<file path="config.mk">
export PLATFORM = sky130hd
export DESIGN_NAME = lqr_balance_drive_mixer_top
export DESIGN_NICKNAME = d
export VERILOG_FILES = /design/src/sv/lbdm_pkg.sv /design/src/sv/lbdm_ctrl.sv /design/src/sv/lbdm_datapath.sv /design/src/sv/lqr_balance_drive_mixer_top.sv
export VERILOG_INCLUDE_DIRS = /design/src /design/src/sv
export SDC_FILE = /design/constraint.sdc
export NUM_CORES = 2
export LEC_CHECK = 0
export BUFFER_PORTS_ARGS = -buffer_cell sky130_fd_sc_hd__buf_2
export CORE_ASPECT_RATIO = 0.75
export CORE_MARGIN = 2
export CORE_UTILIZATION = 64
export CTS_CLUSTER_SIZE = 10
export DETAILED_ROUTE_END_ITERATION = 12
export GPL_TIMING_DRIVEN = 1
export PLACE_DENSITY = 0.83
export SYNTH_ARGS = -nofsm -noshare
export SYNTH_HDL_FRONTEND = slang
export SYNTH_SLANG_ARGS = --single-unit
</file>
<file path="constraint.sdc">
create_clock -name clock -period 15.6 [get_ports clock]
set_input_delay 2.34 -clock clock [delete_from_list [all_inputs] [get_ports clock]]
set_output_delay 2.34 -clock clock [all_outputs]
set_load 0.02 [all_outputs]
</file>
<file path="src/sv/lqr_balance_drive_mixer_top_defines.svh">
// Assertion macros used by the balance drive mixer controller RTL.
`ifndef LQR_BALANCE_DRIVE_MIXER_TOP_DEFINES_SVH
`define LQR_BALANCE_DRIVE_MIXER_TOP_DEFINES_SVH

// Same-cycle implication, disabled during reset.
`define LBDM_ASSERT_IMPLIES(lbl, clk, rst, ante, cons, msg) \
   lbl: assert property (@(posedge clk) disable iff (rst) (ante) |-> (cons)) \
      else $error(msg);

// Next-cycle implication, disabled during reset.
`define LBDM_ASSERT_NEXT(lbl, clk, rst, ante, cons, msg) \
   lbl: assert property (@(posedge clk) disable iff (rst) (ante) |=> (cons)) \
      else $error(msg);

`endif

</file>
<file path="src/sv/lbdm_pkg.sv">
// Types and constants shared by the balance drive mixer modules.
package lbdm_pkg;

   localparam int CFG_IDX_W = 3;
   localparam int CFG_DATA_W = 48;

   localparam logic [2:0] MODE_STOP  = 3'd0;
   localparam logic [2:0] MODE_POINT = 3'd1;
   localparam logic [2:0] MODE_EDGE  = 3'd2;
   localparam logic [2:0] MODE_TEST  = 3'd3;
   localparam logic [2:0] MODE_HOLD  = 3'd4;

   localparam logic [CFG_IDX_W-1:0] REG_X_GAINS        = 3'd0;
   localparam logic [CFG_IDX_W-1:0] REG_Y_GAINS        = 3'd1;
   localparam logic [CFG_IDX_W-1:0] REG_Z_GAINS        = 3'd2;
   localparam logic [CFG_IDX_W-1:0] REG_EDGE_GAINS     = 3'd3;
   localparam logic [CFG_IDX_W-1:0] REG_ANGLE_OFFSETS  = 3'd4;
   localparam logic [CFG_IDX_W-1:0] REG_FALL_THRESHOLD = 3'd5;
   localparam logic [CFG_IDX_W-1:0] REG_DRIVE_LIMIT    = 3'd6;
   localparam logic [CFG_IDX_W-1:0] REG_SPIN_BIAS      = 3'd7;

   localparam logic [14:0] THRESHOLD_RESET = 15'd2560;
   localparam logic [14:0] LIMIT_RESET     = 15'd2560;

   // Fixed-point constants for the shared multiplier's 18-bit operand, and the test-mode drive
   localparam logic signed [17:0] COS30_Q16  = 18'sd56756;
   localparam logic signed [17:0] THIRD_Q16  = 18'sd21845;
   localparam logic signed [17:0] SEC353_Q14 = 18'sd20074;
   localparam logic signed [15:0] TEST_DRIVE = 16'sd179;

   // Multiply steps, in sequence order: point mode runs OP_VY..OP_YC,
   // edge mode runs OP_EA..OP_ES
   typedef enum logic [3:0] {
      OP_VY, OP_XP, OP_XV, OP_XS, OP_YP, OP_YV, OP_YS, OP_ZV, OP_ZS,
      OP_ZC, OP_YC, OP_EA, OP_EG, OP_EP, OP_EV, OP_ES
   } op_type;

   typedef struct packed {
      logic   load;
      logic   check;
      logic   mul;
      logic   acc;
      logic   emit;
      op_type op;
   } cmd_type;

   typedef struct packed {
      logic ok;
   } sts_type;

   typedef struct packed {
      logic [47:0]        x_gains;
      logic [47:0]        y_gains;
      logic [47:0]        z_gains;
      logic [47:0]        edge_gains;
      logic [47:0]        angle_offsets;
      logic [14:0]        fall_threshold;
      logic [14:0]        drive_limit;
      logic signed [15:0] spin_bias;
   } cfg_type;

endpackage

</file>
<file path="src/sv/lbdm_ctrl.sv">
// Controller state machine: sequences checks and multiply steps per tick.
`include "lqr_balance_drive_mixer_top_defines.svh"

module lbdm_ctrl (
   input  logic             clock,
   input  logic             reset,
   input  logic             req_valid,
   output logic             req_ready,
   input  logic [2:0]       req_mode,
   output logic             rsp_valid,
   input  logic             rsp_ready,
   output lbdm_pkg::cmd_type cmd,
   input  lbdm_pkg::sts_type sts
);

   typedef enum logic [2:0] {
      ST_IDLE, ST_CHECK, ST_MUL, ST_ACC, ST_EMIT
   } state_type;

   state_type        state_ff, state_in;
   lbdm_pkg::op_type op_ff, op_in;
   logic [2:0]       mode_ff, mode_in;
   logic             rsp_valid_ff, rsp_valid_in;

   assign req_ready = (state_ff == ST_IDLE);
   assign rsp_valid = rsp_valid_ff;

   always_comb begin
      state_in  = state_ff;
      op_in     = op_ff;
      mode_in   = mode_ff;
      cmd       = '0;
      cmd.op    = op_ff;
      cmd.load  = req_valid && req_ready;
      case (state_ff)
         ST_IDLE: begin
            if (req_valid) begin
               mode_in = req_mode;
               if (req_mode == lbdm_pkg::MODE_POINT) begin
                  state_in = ST_CHECK;
               end else if (req_mode == lbdm_pkg::MODE_EDGE) begin
                  op_in    = lbdm_pkg::OP_EA;
                  state_in = ST_MUL;
               end else begin
                  state_in = ST_EMIT;
               end
            end
         end
         ST_CHECK: begin
            cmd.check = 1'b1;
            if (sts.ok) begin
               op_in    = (mode_ff == lbdm_pkg::MODE_EDGE) ? lbdm_pkg::OP_EP
                                                           : lbdm_pkg::OP_VY;
               state_in = ST_MUL;
            end else begin
               state_in = ST_EMIT;
            end
         end
         ST_MUL: begin
            cmd.mul  = 1'b1;
            state_in = ST_ACC;
         end
         ST_ACC: begin
            cmd.acc = 1'b1;
            case (op_ff)
               lbdm_pkg::OP_YC, lbdm_pkg::OP_ES: state_in = ST_EMIT;
               lbdm_pkg::OP_EG:                  state_in = ST_CHECK;
               default: begin
                  op_in    = lbdm_pkg::op_type'(op_ff + 4'd1);
                  state_in = ST_MUL;
               end
            endcase
         end
         ST_EMIT: begin
            // hold until the output register is free
            if (!rsp_valid_ff || rsp_ready) begin
               cmd.emit = 1'b1;
               state_in = ST_IDLE;
            end
         end
         default: state_in = ST_IDLE;
      endcase
      rsp_valid_in = cmd.emit || (rsp_valid_ff && !rsp_ready);
   end

   always_ff @(posedge clock) begin
      if (reset) begin
         state_ff     <= ST_IDLE;
         op_ff        <= lbdm_pkg::OP_VY;
         mode_ff      <= lbdm_pkg::MODE_STOP;
         rsp_valid_ff <= 1'b0;
      end else begin
         state_ff     <= state_in;
         op_ff        <= op_in;
         mode_ff      <= mode_in;
         rsp_valid_ff <= rsp_valid_in;
      end
   end

   `LBDM_ASSERT_NEXT(a_accept_leaves_idle, clock, reset, req_valid && req_ready,
      state_ff != ST_IDLE, "accepted beat did not start work")
   `LBDM_ASSERT_NEXT(a_emit_sets_valid, clock, reset, cmd.emit,
      rsp_valid_ff, "emitted result not presented")
   `LBDM_ASSERT_NEXT(a_mul_then_acc, clock, reset, state_ff == ST_MUL,
      state_ff == ST_ACC && $stable(op_ff), "multiply not followed by accumulate")
   `LBDM_ASSERT_IMPLIES(a_check_balance_mode, clock, reset, state_ff == ST_CHECK,
      mode_ff == lbdm_pkg::MODE_POINT || mode_ff == lbdm_pkg::MODE_EDGE,
      "protection check outside balance modes")

endmodule

</file>
<file path="src/sv/lbdm_datapath.sv">
// Datapath: input capture, shared multiplier, LQR sums, mixing and clamp.
module lbdm_datapath #(
   parameter int SAMPLE_WIDTH = 16
) (
   input  logic                clock,
   input  logic                reset,
   input  lbdm_pkg::cmd_type   cmd,
   output lbdm_pkg::sts_type   sts,
   input  lbdm_pkg::cfg_type   cfg,
   input  logic [2:0]          req_mode,
   input  logic                req_is_static,
   input  logic signed [15:0]  req_pitch_angle,
   input  logic signed [15:0]  req_pitch_rate,
   input  logic signed [15:0]  req_roll_angle,
   input  logic signed [15:0]  req_roll_rate,
   input  logic signed [15:0]  req_yaw_rate,
   input  logic signed [15:0]  req_wheel1_speed,
   input  logic signed [15:0]  req_wheel2_speed,
   input  logic signed [15:0]  req_wheel3_speed,
   output logic signed [15:0]  rsp_drive1,
   output logic signed [15:0]  rsp_drive2,
   output logic signed [15:0]  rsp_drive3,
   output logic                rsp_fallen
);

   localparam int SW = SAMPLE_WIDTH;
   localparam int AW = (SW > 17) ? SW : 17;
   localparam int BW = 18;
   localparam int PW = AW + BW;
   localparam logic signed [PW-1:0] SAT_HI = PW'((64'sd1 <<< (SW - 1)) - 64'sd1);
   localparam logic signed [PW-1:0] SAT_LO = -SAT_HI - PW'(1);

   function automatic logic signed [SW-1:0] sat(input logic signed [PW-1:0] v);
      logic signed [PW-1:0] r;
      begin
         r = v;
         if (v > SAT_HI) r = SAT_HI;
         if (v < SAT_LO) r = SAT_LO;
         return r[SW-1:0];
      end
   endfunction

   function automatic logic signed [PW-1:0] absv(input logic signed [PW-1:0] v);
      return (v < 0) ? -v : v;
   endfunction

   // clamp to +-limit, then negate
   function automatic logic signed [15:0] fin(input logic signed [SW-1:0] d,
                                              input logic signed [PW-1:0] lim);
      logic signed [PW-1:0] v;
      begin
         v = PW'(d);
         if (v >= lim) v = lim;
         if (v <= -lim) v = -lim;
         v = -v;
         return v[15:0];
      end
   endfunction

   // captured beat
   logic [2:0]         mode_ff;
   logic               stat_ff;
   logic signed [15:0] pa_ff, pr_ff, ra_ff, rr_ff, yr_ff, w1_ff, w2_ff, w3_ff;

   // working registers
   logic signed [SW-1:0] vy_ff, ux_ff, uy_ff, uz_ff, zc_ff, yc_ff;
   logic signed [SW-1:0] ang_ff, gyr_ff, edge_ff;
   logic signed [PW-1:0] acc_ff, prod_ff;
   logic                 ok_ff, flag_ff;
   logic signed [15:0]   last_ff [3];
   logic signed [15:0]   drive1_ff, drive2_ff, drive3_ff;
   logic                 fallen_ff;

   logic signed [15:0]   off_x, off_y, off_e;
   logic signed [PW-1:0] ex, ey, ee, thr_w, lim_w, bias_w, diff, sum, r_ext, uxh;
   logic signed [SW-1:0] vx, vz, r;
   logic                 flag_clr, ok_now;
   logic signed [AW-1:0] mul_a;
   logic signed [BW-1:0] mul_b;
   logic signed [PW-1:0] prod_w;
   logic [4:0]           sh;
   logic signed [SW-1:0] p0, p1, p2;
   logic signed [15:0]   dn [3];

   assign off_x  = cfg.angle_offsets[15:0];
   assign off_y  = cfg.angle_offsets[31:16];
   assign off_e  = cfg.angle_offsets[47:32];
   assign thr_w  = $signed(PW'(cfg.fall_threshold));
   assign lim_w  = $signed(PW'(cfg.drive_limit));
   assign bias_w = PW'(cfg.spin_bias);

   // exact angle errors for the protection test
   assign ex = PW'(pa_ff) - PW'(off_x);
   assign ey = PW'(ra_ff) - PW'(off_y);
   assign ee = PW'(ang_ff) - PW'(off_e);

   assign flag_clr = stat_ff ? 1'b0 : flag_ff;
   always_comb begin
      if (mode_ff == lbdm_pkg::MODE_EDGE) begin
         ok_now = (absv(ee) < thr_w) && !flag_clr;
      end else begin
         ok_now = (absv(ex) < thr_w) && (absv(ey) < thr_w) && !flag_clr;
      end
   end
   assign sts.ok = ok_now;

   // wheel to axis mixing
   assign vx   = sat(PW'(w2_ff) - (PW'(w3_ff) >>> 1) - (PW'(w1_ff) >>> 1));
   assign vz   = sat(PW'(w1_ff) + PW'(w2_ff) + PW'(w3_ff));
   assign diff = PW'(w3_ff) - PW'(w1_ff);

   always_comb begin
      mul_a = '0;
      mul_b = '0;
      sh    = 5'd8;
      case (cmd.op)
         lbdm_pkg::OP_VY: begin
            mul_a = AW'(diff);   mul_b = lbdm_pkg::COS30_Q16;   sh = 5'd16;
         end
         lbdm_pkg::OP_XP: begin mul_a = AW'(sat(ex)); mul_b = BW'($signed(cfg.x_gains[15:0])); end
         lbdm_pkg::OP_XV: begin mul_a = AW'(pr_ff); mul_b = BW'($signed(cfg.x_gains[31:16])); end
         lbdm_pkg::OP_XS: begin mul_a = AW'(vx); mul_b = BW'($signed(cfg.x_gains[47:32])); end
         lbdm_pkg::OP_YP: begin mul_a = AW'(sat(ey)); mul_b = BW'($signed(cfg.y_gains[15:0])); end
         lbdm_pkg::OP_YV: begin mul_a = AW'(rr_ff); mul_b = BW'($signed(cfg.y_gains[31:16])); end
         lbdm_pkg::OP_YS: begin mul_a = AW'(vy_ff); mul_b = BW'($signed(cfg.y_gains[47:32])); end
         lbdm_pkg::OP_ZV: begin mul_a = AW'(yr_ff); mul_b = BW'($signed(cfg.z_gains[31:16])); end
         lbdm_pkg::OP_ZS: begin mul_a = AW'(vz); mul_b = BW'($signed(cfg.z_gains[47:32])); end
         lbdm_pkg::OP_ZC: begin
            mul_a = AW'(uz_ff);  mul_b = lbdm_pkg::THIRD_Q16;   sh = 5'd16;
         end
         lbdm_pkg::OP_YC: begin
            mul_a = AW'(uy_ff);  mul_b = lbdm_pkg::COS30_Q16;   sh = 5'd16;
         end
         lbdm_pkg::OP_EA: begin
            mul_a = AW'(pa_ff);  mul_b = lbdm_pkg::SEC353_Q14;  sh = 5'd14;
         end
         lbdm_pkg::OP_EG: begin
            mul_a = AW'(pr_ff);  mul_b = lbdm_pkg::SEC353_Q14;  sh = 5'd14;
         end
         lbdm_pkg::OP_EP: begin mul_a = AW'(sat(ee)); mul_b = BW'($signed(cfg.edge_gains[15:0])); end
         lbdm_pkg::OP_EV: begin mul_a = AW'(gyr_ff); mul_b = BW'($signed(cfg.edge_gains[31:16])); end
         lbdm_pkg::OP_ES: begin mul_a = AW'(w2_ff); mul_b = BW'($signed(cfg.edge_gains[47:32])); end
         default: begin mul_a = '0; mul_b = '0; end
      endcase
   end

   assign prod_w = PW'(mul_a) * PW'(mul_b);
   assign r      = sat(prod_ff >>> sh);
   assign r_ext  = PW'(r);
   assign sum    = acc_ff + r_ext;

   // axis to drive mixing
   assign uxh = PW'(ux_ff) >>> 1;
   assign p0  = sat(-PW'(yc_ff) - uxh + PW'(zc_ff) + bias_w);
   assign p1  = sat(PW'(ux_ff) + PW'(zc_ff) + bias_w);
   assign p2  = sat(-uxh + PW'(yc_ff) + PW'(zc_ff) + bias_w);

   always_comb begin
      dn[0] = '0;
      dn[1] = '0;
      dn[2] = '0;
      case (mode_ff)
         lbdm_pkg::MODE_POINT: begin
            if (ok_ff) begin
               dn[0] = fin(p0, lim_w);
               dn[1] = fin(p1, lim_w);
               dn[2] = fin(p2, lim_w);
            end
         end
         lbdm_pkg::MODE_EDGE: begin
            if (ok_ff) dn[1] = fin(edge_ff, lim_w);
         end
         lbdm_pkg::MODE_TEST: begin
            dn[0] = lbdm_pkg::TEST_DRIVE;
            dn[1] = lbdm_pkg::TEST_DRIVE;
            dn[2] = lbdm_pkg::TEST_DRIVE;
         end
         lbdm_pkg::MODE_HOLD: begin
            dn[0] = last_ff[0];
            dn[1] = last_ff[1];
            dn[2] = last_ff[2];
         end
         default: begin
            dn[0] = '0;
         end
      endcase
   end

   always_ff @(posedge clock) begin
      if (cmd.load) begin
         mode_ff <= req_mode;
         stat_ff <= req_is_static;
         pa_ff   <= req_pitch_angle;
         pr_ff   <= req_pitch_rate;
         ra_ff   <= req_roll_angle;
         rr_ff   <= req_roll_rate;
         yr_ff   <= req_yaw_rate;
         w1_ff   <= req_wheel1_speed;
         w2_ff   <= req_wheel2_speed;
         w3_ff   <= req_wheel3_speed;
      end
      if (cmd.mul) prod_ff <= prod_w;
      if (cmd.check) ok_ff <= ok_now;
      if (cmd.acc) begin
         case (cmd.op)
            lbdm_pkg::OP_VY: vy_ff <= r;
            lbdm_pkg::OP_XP, lbdm_pkg::OP_YP, lbdm_pkg::OP_ZV, lbdm_pkg::OP_EP:
               acc_ff <= r_ext;
            lbdm_pkg::OP_XV, lbdm_pkg::OP_YV, lbdm_pkg::OP_EV: acc_ff <= sum;
            lbdm_pkg::OP_XS: ux_ff   <= sat(sum);
            lbdm_pkg::OP_YS: uy_ff   <= sat(sum);
            lbdm_pkg::OP_ZS: uz_ff   <= sat(sum);
            lbdm_pkg::OP_ZC: zc_ff   <= r;
            lbdm_pkg::OP_YC: yc_ff   <= r;
            lbdm_pkg::OP_EA: ang_ff  <= r;
            lbdm_pkg::OP_EG: gyr_ff  <= r;
            lbdm_pkg::OP_ES: edge_ff <= sat(sum);
            default: acc_ff <= acc_ff;
         endcase
      end
      if (cmd.emit) begin
         drive1_ff <= dn[0];
         drive2_ff <= dn[1];
         drive3_ff <= dn[2];
      end
   end

   // control state: fallen flag and hold memory
   always_ff @(posedge clock) begin
      if (reset) begin
         flag_ff    <= 1'b1;
         fallen_ff  <= 1'b1;
         last_ff[0] <= '0;
         last_ff[1] <= '0;
         last_ff[2] <= '0;
      end else begin
         if (cmd.check) flag_ff <= !ok_now;
         if (cmd.emit) begin
            fallen_ff  <= flag_ff;
            last_ff[0] <= dn[0];
            last_ff[1] <= dn[1];
            last_ff[2] <= dn[2];
         end
      end
   end

   assign rsp_drive1 = drive1_ff;
   assign rsp_drive2 = drive2_ff;
   assign rsp_drive3 = drive3_ff;
   assign rsp_fallen = fallen_ff;

endmodule

</file>
<file path="src/sv/lqr_balance_drive_mixer_top.sv">
// Top level of the LQR balance drive mixer: config registers, control, datapath.
//
//  channel | direction | handshake             | payload
//  req     | in        | req_valid/req_ready   | mode, is_static, attitude, rates, wheels
//  rsp     | out       | rsp_valid/rsp_ready   | drive1..3, fallen
//  csr     | in        | csr_valid/csr_ready   | csr_index, csr_wdata
//
// One tick at a time through a single shared multiplier; each product is registered, then accumulated.
// Point mode runs a check plus eleven products; edge mode two products, a check and three more;
// stop, test, hold and spare modes go straight to emit. A new beat is taken while a result waits in rsp.
// Reset is synchronous; it sets the fallen flag and clears the held drives.
// A stalled rsp holds the finished tick in the state machine until the slot frees.
module lqr_balance_drive_mixer_top #(
   parameter int SAMPLE_WIDTH = 16
) (
   input  logic                  clock,
   input  logic                  reset,
   input  logic                  req_valid,
   output logic                  req_ready,
   input  logic [2:0]            req_mode,
   input  logic                  req_is_static,
   input  logic signed [15:0]    req_pitch_angle,
   input  logic signed [15:0]    req_pitch_rate,
   input  logic signed [15:0]    req_roll_angle,
   input  logic signed [15:0]    req_roll_rate,
   input  logic signed [15:0]    req_yaw_rate,
   input  logic signed [15:0]    req_wheel1_speed,
   input  logic signed [15:0]    req_wheel2_speed,
   input  logic signed [15:0]    req_wheel3_speed,
   output logic                  rsp_valid,
   input  logic                  rsp_ready,
   output logic signed [15:0]    rsp_drive1,
   output logic signed [15:0]    rsp_drive2,
   output logic signed [15:0]    rsp_drive3,
   output logic                  rsp_fallen,
   input  logic                  csr_valid,
   output logic                  csr_ready,
   input  logic [lbdm_pkg::CFG_IDX_W-1:0]  csr_index,
   input  logic [lbdm_pkg::CFG_DATA_W-1:0] csr_wdata
);

   lbdm_pkg::cfg_type cfg_ff;
   lbdm_pkg::cmd_type cmd;
   lbdm_pkg::sts_type sts;

   assign csr_ready = 1'b1;

   always_ff @(posedge clock) begin
      if (reset) begin
         cfg_ff.x_gains        <= '0;
         cfg_ff.y_gains        <= '0;
         cfg_ff.z_gains        <= '0;
         cfg_ff.edge_gains     <= '0;
         cfg_ff.angle_offsets  <= '0;
         cfg_ff.fall_threshold <= lbdm_pkg::THRESHOLD_RESET;
         cfg_ff.drive_limit    <= lbdm_pkg::LIMIT_RESET;
         cfg_ff.spin_bias      <= '0;
      end else if (csr_valid && csr_ready) begin
         case (csr_index)
            lbdm_pkg::REG_X_GAINS:        cfg_ff.x_gains        <= csr_wdata;
            lbdm_pkg::REG_Y_GAINS:        cfg_ff.y_gains        <= csr_wdata;
            lbdm_pkg::REG_Z_GAINS:        cfg_ff.z_gains        <= csr_wdata;
            lbdm_pkg::REG_EDGE_GAINS:     cfg_ff.edge_gains     <= csr_wdata;
            lbdm_pkg::REG_ANGLE_OFFSETS:  cfg_ff.angle_offsets  <= csr_wdata;
            lbdm_pkg::REG_FALL_THRESHOLD: cfg_ff.fall_threshold <= csr_wdata[14:0];
            lbdm_pkg::REG_DRIVE_LIMIT:    cfg_ff.drive_limit    <= csr_wdata[14:0];
            lbdm_pkg::REG_SPIN_BIAS:      cfg_ff.spin_bias      <= csr_wdata[15:0];
            default:                      cfg_ff                <= cfg_ff;
         endcase
      end
   end

   lbdm_ctrl u_ctrl (
      .clock     (clock),
      .reset     (reset),
      .req_valid (req_valid),
      .req_ready (req_ready),
      .req_mode  (req_mode),
      .rsp_valid (rsp_valid),
      .rsp_ready (rsp_ready),
      .cmd       (cmd),
      .sts       (sts)
   );

   lbdm_datapath #(
      .SAMPLE_WIDTH (SAMPLE_WIDTH)
   ) u_datapath (
      .clock            (clock),
      .reset            (reset),
      .cmd              (cmd),
      .sts              (sts),
      .cfg              (cfg_ff),
      .req_mode         (req_mode),
      .req_is_static    (req_is_static),
      .req_pitch_angle  (req_pitch_angle),
      .req_pitch_rate   (req_pitch_rate),
      .req_roll_angle   (req_roll_angle),
      .req_roll_rate    (req_roll_rate),
      .req_yaw_rate     (req_yaw_rate),
      .req_wheel1_speed (req_wheel1_speed),
      .req_wheel2_speed (req_wheel2_speed),
      .req_wheel3_speed (req_wheel3_speed),
      .rsp_drive1       (rsp_drive1),
      .rsp_drive2       (rsp_drive2),
      .rsp_drive3       (rsp_drive3),
      .rsp_fallen       (rsp_fallen)
   );

endmodule

</file>
Word level (Yosys, flattened, before mapping)
Memories as Yosys holds them, arrays and structs flattened. Index checks and enable logic that the tools add are counted.

Reductions and logical operators: 45. $lt $le $gt $ge: 34. $mul: 1. Add/sub/neg operators: 28. Shift operators: 1. Bitwise operators: 3. Eq/ne operators: 39. Mux-type cells: 85.

Operators by type and width (count): 16-bit two-way mux (36); 35-bit two-way mux (15); 17-bit one-hot mux with 15 select lines (1); 18-bit one-hot mux with 14 select lines (1); 35-bit by 16-bit adder with 35-bit output (6); 35-bit by 16-bit > comparator with 1-bit output (second input constant) (5); 35-bit by 16-bit < comparator with 1-bit output (second input constant) (5); 35-bit <= comparator (4); 35-bit by 16-bit < comparator with 1-bit output (3); 17-bit negator with 35-bit output (3); 16-bit one-hot mux with 3 select lines (2); 15-bit negator with 35-bit output (2); 35-bit one-hot mux with 2 select lines (1); 16-bit by 16-bit subtractor with 17-bit output (4); 16-bit greater-or-equal comparator (4); 16-bit negator (4); 16-bit one-hot mux with 4 select lines (1); 17-bit by 16-bit > comparator with 1-bit output (second input constant) (3); 17-bit by 1-bit < comparator with 1-bit output (second input constant) (3); 17-bit by 16-bit < comparator with 1-bit output (second input constant) (3); 48-bit two-way mux (1); 2-bit AND reduction (20); 17-bit by 16-bit adder with 18-bit output (2); 18-bit by 16-bit > comparator with 1-bit output (second input constant) (2); 37 further kinds (105).

Input bits: 188. Memories: 1. Memory bits (writable): 48. Register bits after elaboration: 694.

Memory list: u_datapath.last_ff (words 3, width 16, rd ports 3, clocked after Yosys merged registers in 0, write ports 3, RTL line lbdm_datapath.sv:70) `logic signed [15:0] last_ff [3];`.

Longest topological paths before layout
Depth in word-level cells: 19. Gate-level depth with buffers: 46.

Modules after synthesis
Synthesis repeated with hierarchy kept, for this count alone.

Cell total of the unflattened synthesis: 6808. Area, all modules: 64312.9 um2.

Modules (own cells, without submodules): lbdm_datapath (area each 52404.0 um2, cells each 5718, times used 1); lqr_balance_drive_mixer_top (area each 11194.5 um2, cells each 1005, times used 1); lbdm_ctrl (area each 714.4 um2, cells each 85, times used 1).

Worst setup path after synthesis
No wires, ideal clock.

Path type: reg2reg. Start: reg u_datapath.w3_ff[1]. End: reg u_datapath.prod_ff[33] (data pin). Stages on the path, launching flop included: 45. Setup time: 0.258 ns. Data required time: 15.342 ns. Buffers on the path: 2. Arrival: 10.821 ns. Setup slack: 4.522 ns. Clock period less this slack: 11.078 ns. Path through: edfxtp_1 -> inv_1 -> fa_1 -> inv_1 -> ha_1 -> or2_2 -> fa_1 -> a21o_1 -> a21oi_1 -> o21bai_1 -> a2111o_1 -> nand4_1 -> a31oi_1 -> nor2_1 -> a211oi_1 -> o32ai_1 -> nor2b_1 -> o2111ai_1 -> [... 9 more ...] -> inv_1 -> fa_1 -> inv_1 -> fa_1 -> inv_1 -> fa_1 -> ha_1 -> a2111oi_0 -> a21oi_1 -> a21oi_1 -> a31oi_1 -> a41o_1 -> o41a_1 -> a41o_1 -> o41ai_1 -> o21bai_1 -> a21oi_1 -> xnor2_1.

Word-level cells in the longest chain between the ends: 7. Elaborated cells between the ends (all ways): 14.

RTL lines: from (decl) (RTL line lbdm_datapath.sv:63) `logic signed [15:0] pa_ff, pr_ff, ra_ff, rr_ff, yr_ff, w1_ff, w2_ff, w3_ff;`; from (signal assigned) (RTL line lbdm_datapath.sv:200) `w3_ff <= req_wheel3_speed;`; 16-bit by 15-bit subtractor with 17-bit output (RTL line lbdm_datapath.sv:108) `assign vx = sat(PW'(w2_ff) - (PW'(w3_ff) >>> 1) - (PW'(w1_ff) >>> 1));`; 17-bit by 15-bit subtractor with 18-bit output (RTL line lbdm_datapath.sv:108); 35-bit by 16-bit > comparator with 1-bit output (RTL line lbdm_datapath.sv:37) `if (v > SAT_HI) r = SAT_HI;`; 16-bit two-way mux (RTL line lbdm_datapath.sv:37); 16-bit two-way mux (RTL line lbdm_datapath.sv:38) `if (v < SAT_LO) r = SAT_LO;`; 17-bit one-hot mux with 15 select lines (*) (RTL line lbdm_datapath.sv:116) `case (cmd.op)`; 17-bit by 18-bit multiplier with 35-bit output (*) (RTL line lbdm_datapath.sv:147) `assign prod_w = PW'(mul_a) * PW'(mul_b);`; net u_datapath.prod_w[33] (RTL line lbdm_datapath.sv:80) `logic signed [PW-1:0] prod_w;`; to (signal assigned) (RTL line lbdm_datapath.sv:202) `if (cmd.mul) prod_ff <= prod_w;`; to (decl) (RTL line lbdm_datapath.sv:68) `logic signed [PW-1:0] acc_ff, prod_ff;`.

The timed path passes the listed nets; every way through them passes the cells marked *. A chain may end at the register's enable or synchronous reset.

Final worst setup path
Ends and elaborated chain as after synthesis.

==> metrics.cfg <==
[worst_setup_path]
worst_path_largest_cell_delay_ps = 750
worst_setup_path_start_kind = register
cp.arrival_ps = 13450
crit_type = reg -> reg
end_kind = register
worst_path_most_repeated_cell = fa_1
critical_path.top_delay_family = compound AO/OA/AOI/OAI gates
cp_data_required_time_ps = 16030
cp_slowest_cell = and2_1
path_buf_inv = 7
crit_fanout = 16

[clock_network]
post_cts_resize_count = 0
ctsHoldBuffers = 0
cts.clk_slew.worst_paths_ps = 60
clk_path_buf_depth = 3
clk_latency_ps = 710
cts_buffers = 84
cts_root_buf = clkbuf_16
cts_setup_buffers = 0
h-tree-depth = 3
clock_sinks = 718
cts_tree = built

[run]
drv_cap = 0

[synth]
ys_top_cells_by_area = edfxtp_1 21%, fa_1 13%, ha_1 10%, dfxtp_1 9.0%, nand2_1 5.8%
async_flop_share = 0
ys_types = 128
synth_top_area_frac = 0.2075
synthFlopType = edfxtp_1
synth_area_leader_cell = edfxtp_1
yosysWarnings = 0
synthCells = 6992
synthTopCellsByCount = 977 x nand2_1, 671 x inv_1, 606 x a21oi_1, 521 x ha_1, 435 x edfxtp_1
yosysSeqAreaShare = 0.2974
syn_area_per_cell_um2 = 9.005
synth_edf_count = 435
syn-num-nets = 8124
synth_most_common_cell = nand2_1
syn_area_mm2 = 0.06296
ys_seq_elements = 718

[drt]
post-route-drc-count = 0
vias = 57520
via_per_inst = 6.760
routed_wl_um = 231000
drtIter0Drc = 8648
post_drt_wl_per_cell_um = 27.15
first_pass_iters = 7
ant_nets = 0

[timing]
relSlewSlack = 0.05914
finalSetupTns_ps = 0
tightest_slew_ps = 1398
maxSlewViolCount = 0
max_freq_mhz = 76.78
finalCriticalPeriod_ps = 13020
finalHoldViolations = 0
finalSetupViolCount = 0
fin_crit_sh = 0.8349
rsz0062_at_grt = no
finClkSkew_ps = 51.02

[cells_and_area]
area_delta_synth_final_pct = 8.261
drive_gt1_frac = 0.08831
utilization = 0.7001
layout.nets = 8257

[place]
gp_congestion = 1.102
port_buffers = 238
dp_hpwl_um = 176900

[grt]
grt_pass1_wl_um = 341100
grt_max_degree = 111
first_global_vias = 54580
grt_overflow_total = 0
grt_usage = 0.4493
antenna_found_initial = 18

[floorplan]
initial_core_util = 0.6467
io_pins = 240
row_count = 99
core_mm2 = 0.09736
die_w_um = 366.2
die-area_mm2 = 0.1009
die_height_um = 275.6

[hold_path]
hp-class = reg -> reg

[status]
status = finished, final reports clean

path summary, 6_finish.rpt:
check	cells past startpoint	endpoint	slack, ps	from
max reg2reg	42	u_datapath.prod_ff[33]	2580	u_datapath.w3_ff[1]
min reg2reg	2	cfg_ff[262]	450	cfg_ff[262]
min	2	cfg_ff[262]	450	cfg_ff[262]
max	42	u_datapath.prod_ff[33]	2580	u_datapath.w3_ff[1]
cells in the final DEF, fill, tap and decap left out, types with 173 or more instances in the layout:
cell      instances
nand2_1         976
a21oi_1         605
o21ai_0         290
ha_1            521
nor2_1          407
edfxtp_1        435
buf_2           237
inv_1           670
fa_1            423
dfxtp_1         283
xnor2_1         173
state kept, by name (all words and copies together), names as in the netlist, 27 cells and up:
signal,flops
u_datapath.last_ff,48
cfg_ff,270
u_datapath.prod_ff,27
u_datapath.acc_ff,35
cell families after synthesis:
| kind of cell | after synthesis | synth area share |
|---|---|---|
| compound gates | 1792 | 0.1875 |
| xor+xnor | 254 | 0.03587 |
| fa+ha+maj | 946 | 0.2383 |
| buf+inv | 982 | 0.05958 |
| flops | 718 | 0.2974 |
| mux | 89 | 0.01838 |
| other cells | 1 | 0.00005956 |
| simple gates | 2210 | 0.1628 |
worst reg2reg max path, delay by kind of cell, from the launching register on:
family,cells,cell delay (ps)
fa+ha+maj,10,4680
compound gates,18,5260
flops,1,460
simple gates,6,1840
buf+inv,7,460
xor+xnor,1,80
metrics by stage:
stage | instances | worst slack, ps | cell area (µm²) | hold slack (ps)
floorplan | 6992 | 4522 | 62960 | 435.7
global placement | 8352 | 3198 | 65590 | 440.9
detailed placement | 8352 | 2790 | 65590 | 446.4
CTS | 8492 | 2753 | 68120 | 453.6
global route | 8495 | 1949 | 68130 | 467.9
finish | 8509 | 2575 | 68170 | 452.8
area by class of cell:
cell class / count / area [µm²]
clock inverters: 12 / 254.0
clock buffers: 128 / 2277
fillers: 7649 / 29200
repair buffers: 351 / 2048
well taps: 1313 / 1643
inverters: 678 / 2545
diodes: 17 / 42.54
flip-flops and latches: 718 / 18730
multi-input cells: 5292 / 40630
per-layer routing:
metal  vias to the layer above  GRT usage  wire, µm
li1                      24950          -         -
met1                     27640     0.5938     86880
met2                      4098     0.6461     94160
met3                       823     0.1656     35230
met4                         8     0.2364     14670
met5                         -          0        46
Power is not shown: default switching activity piles up to over one toggle a cycle in this logic, so the estimate is an artifact.
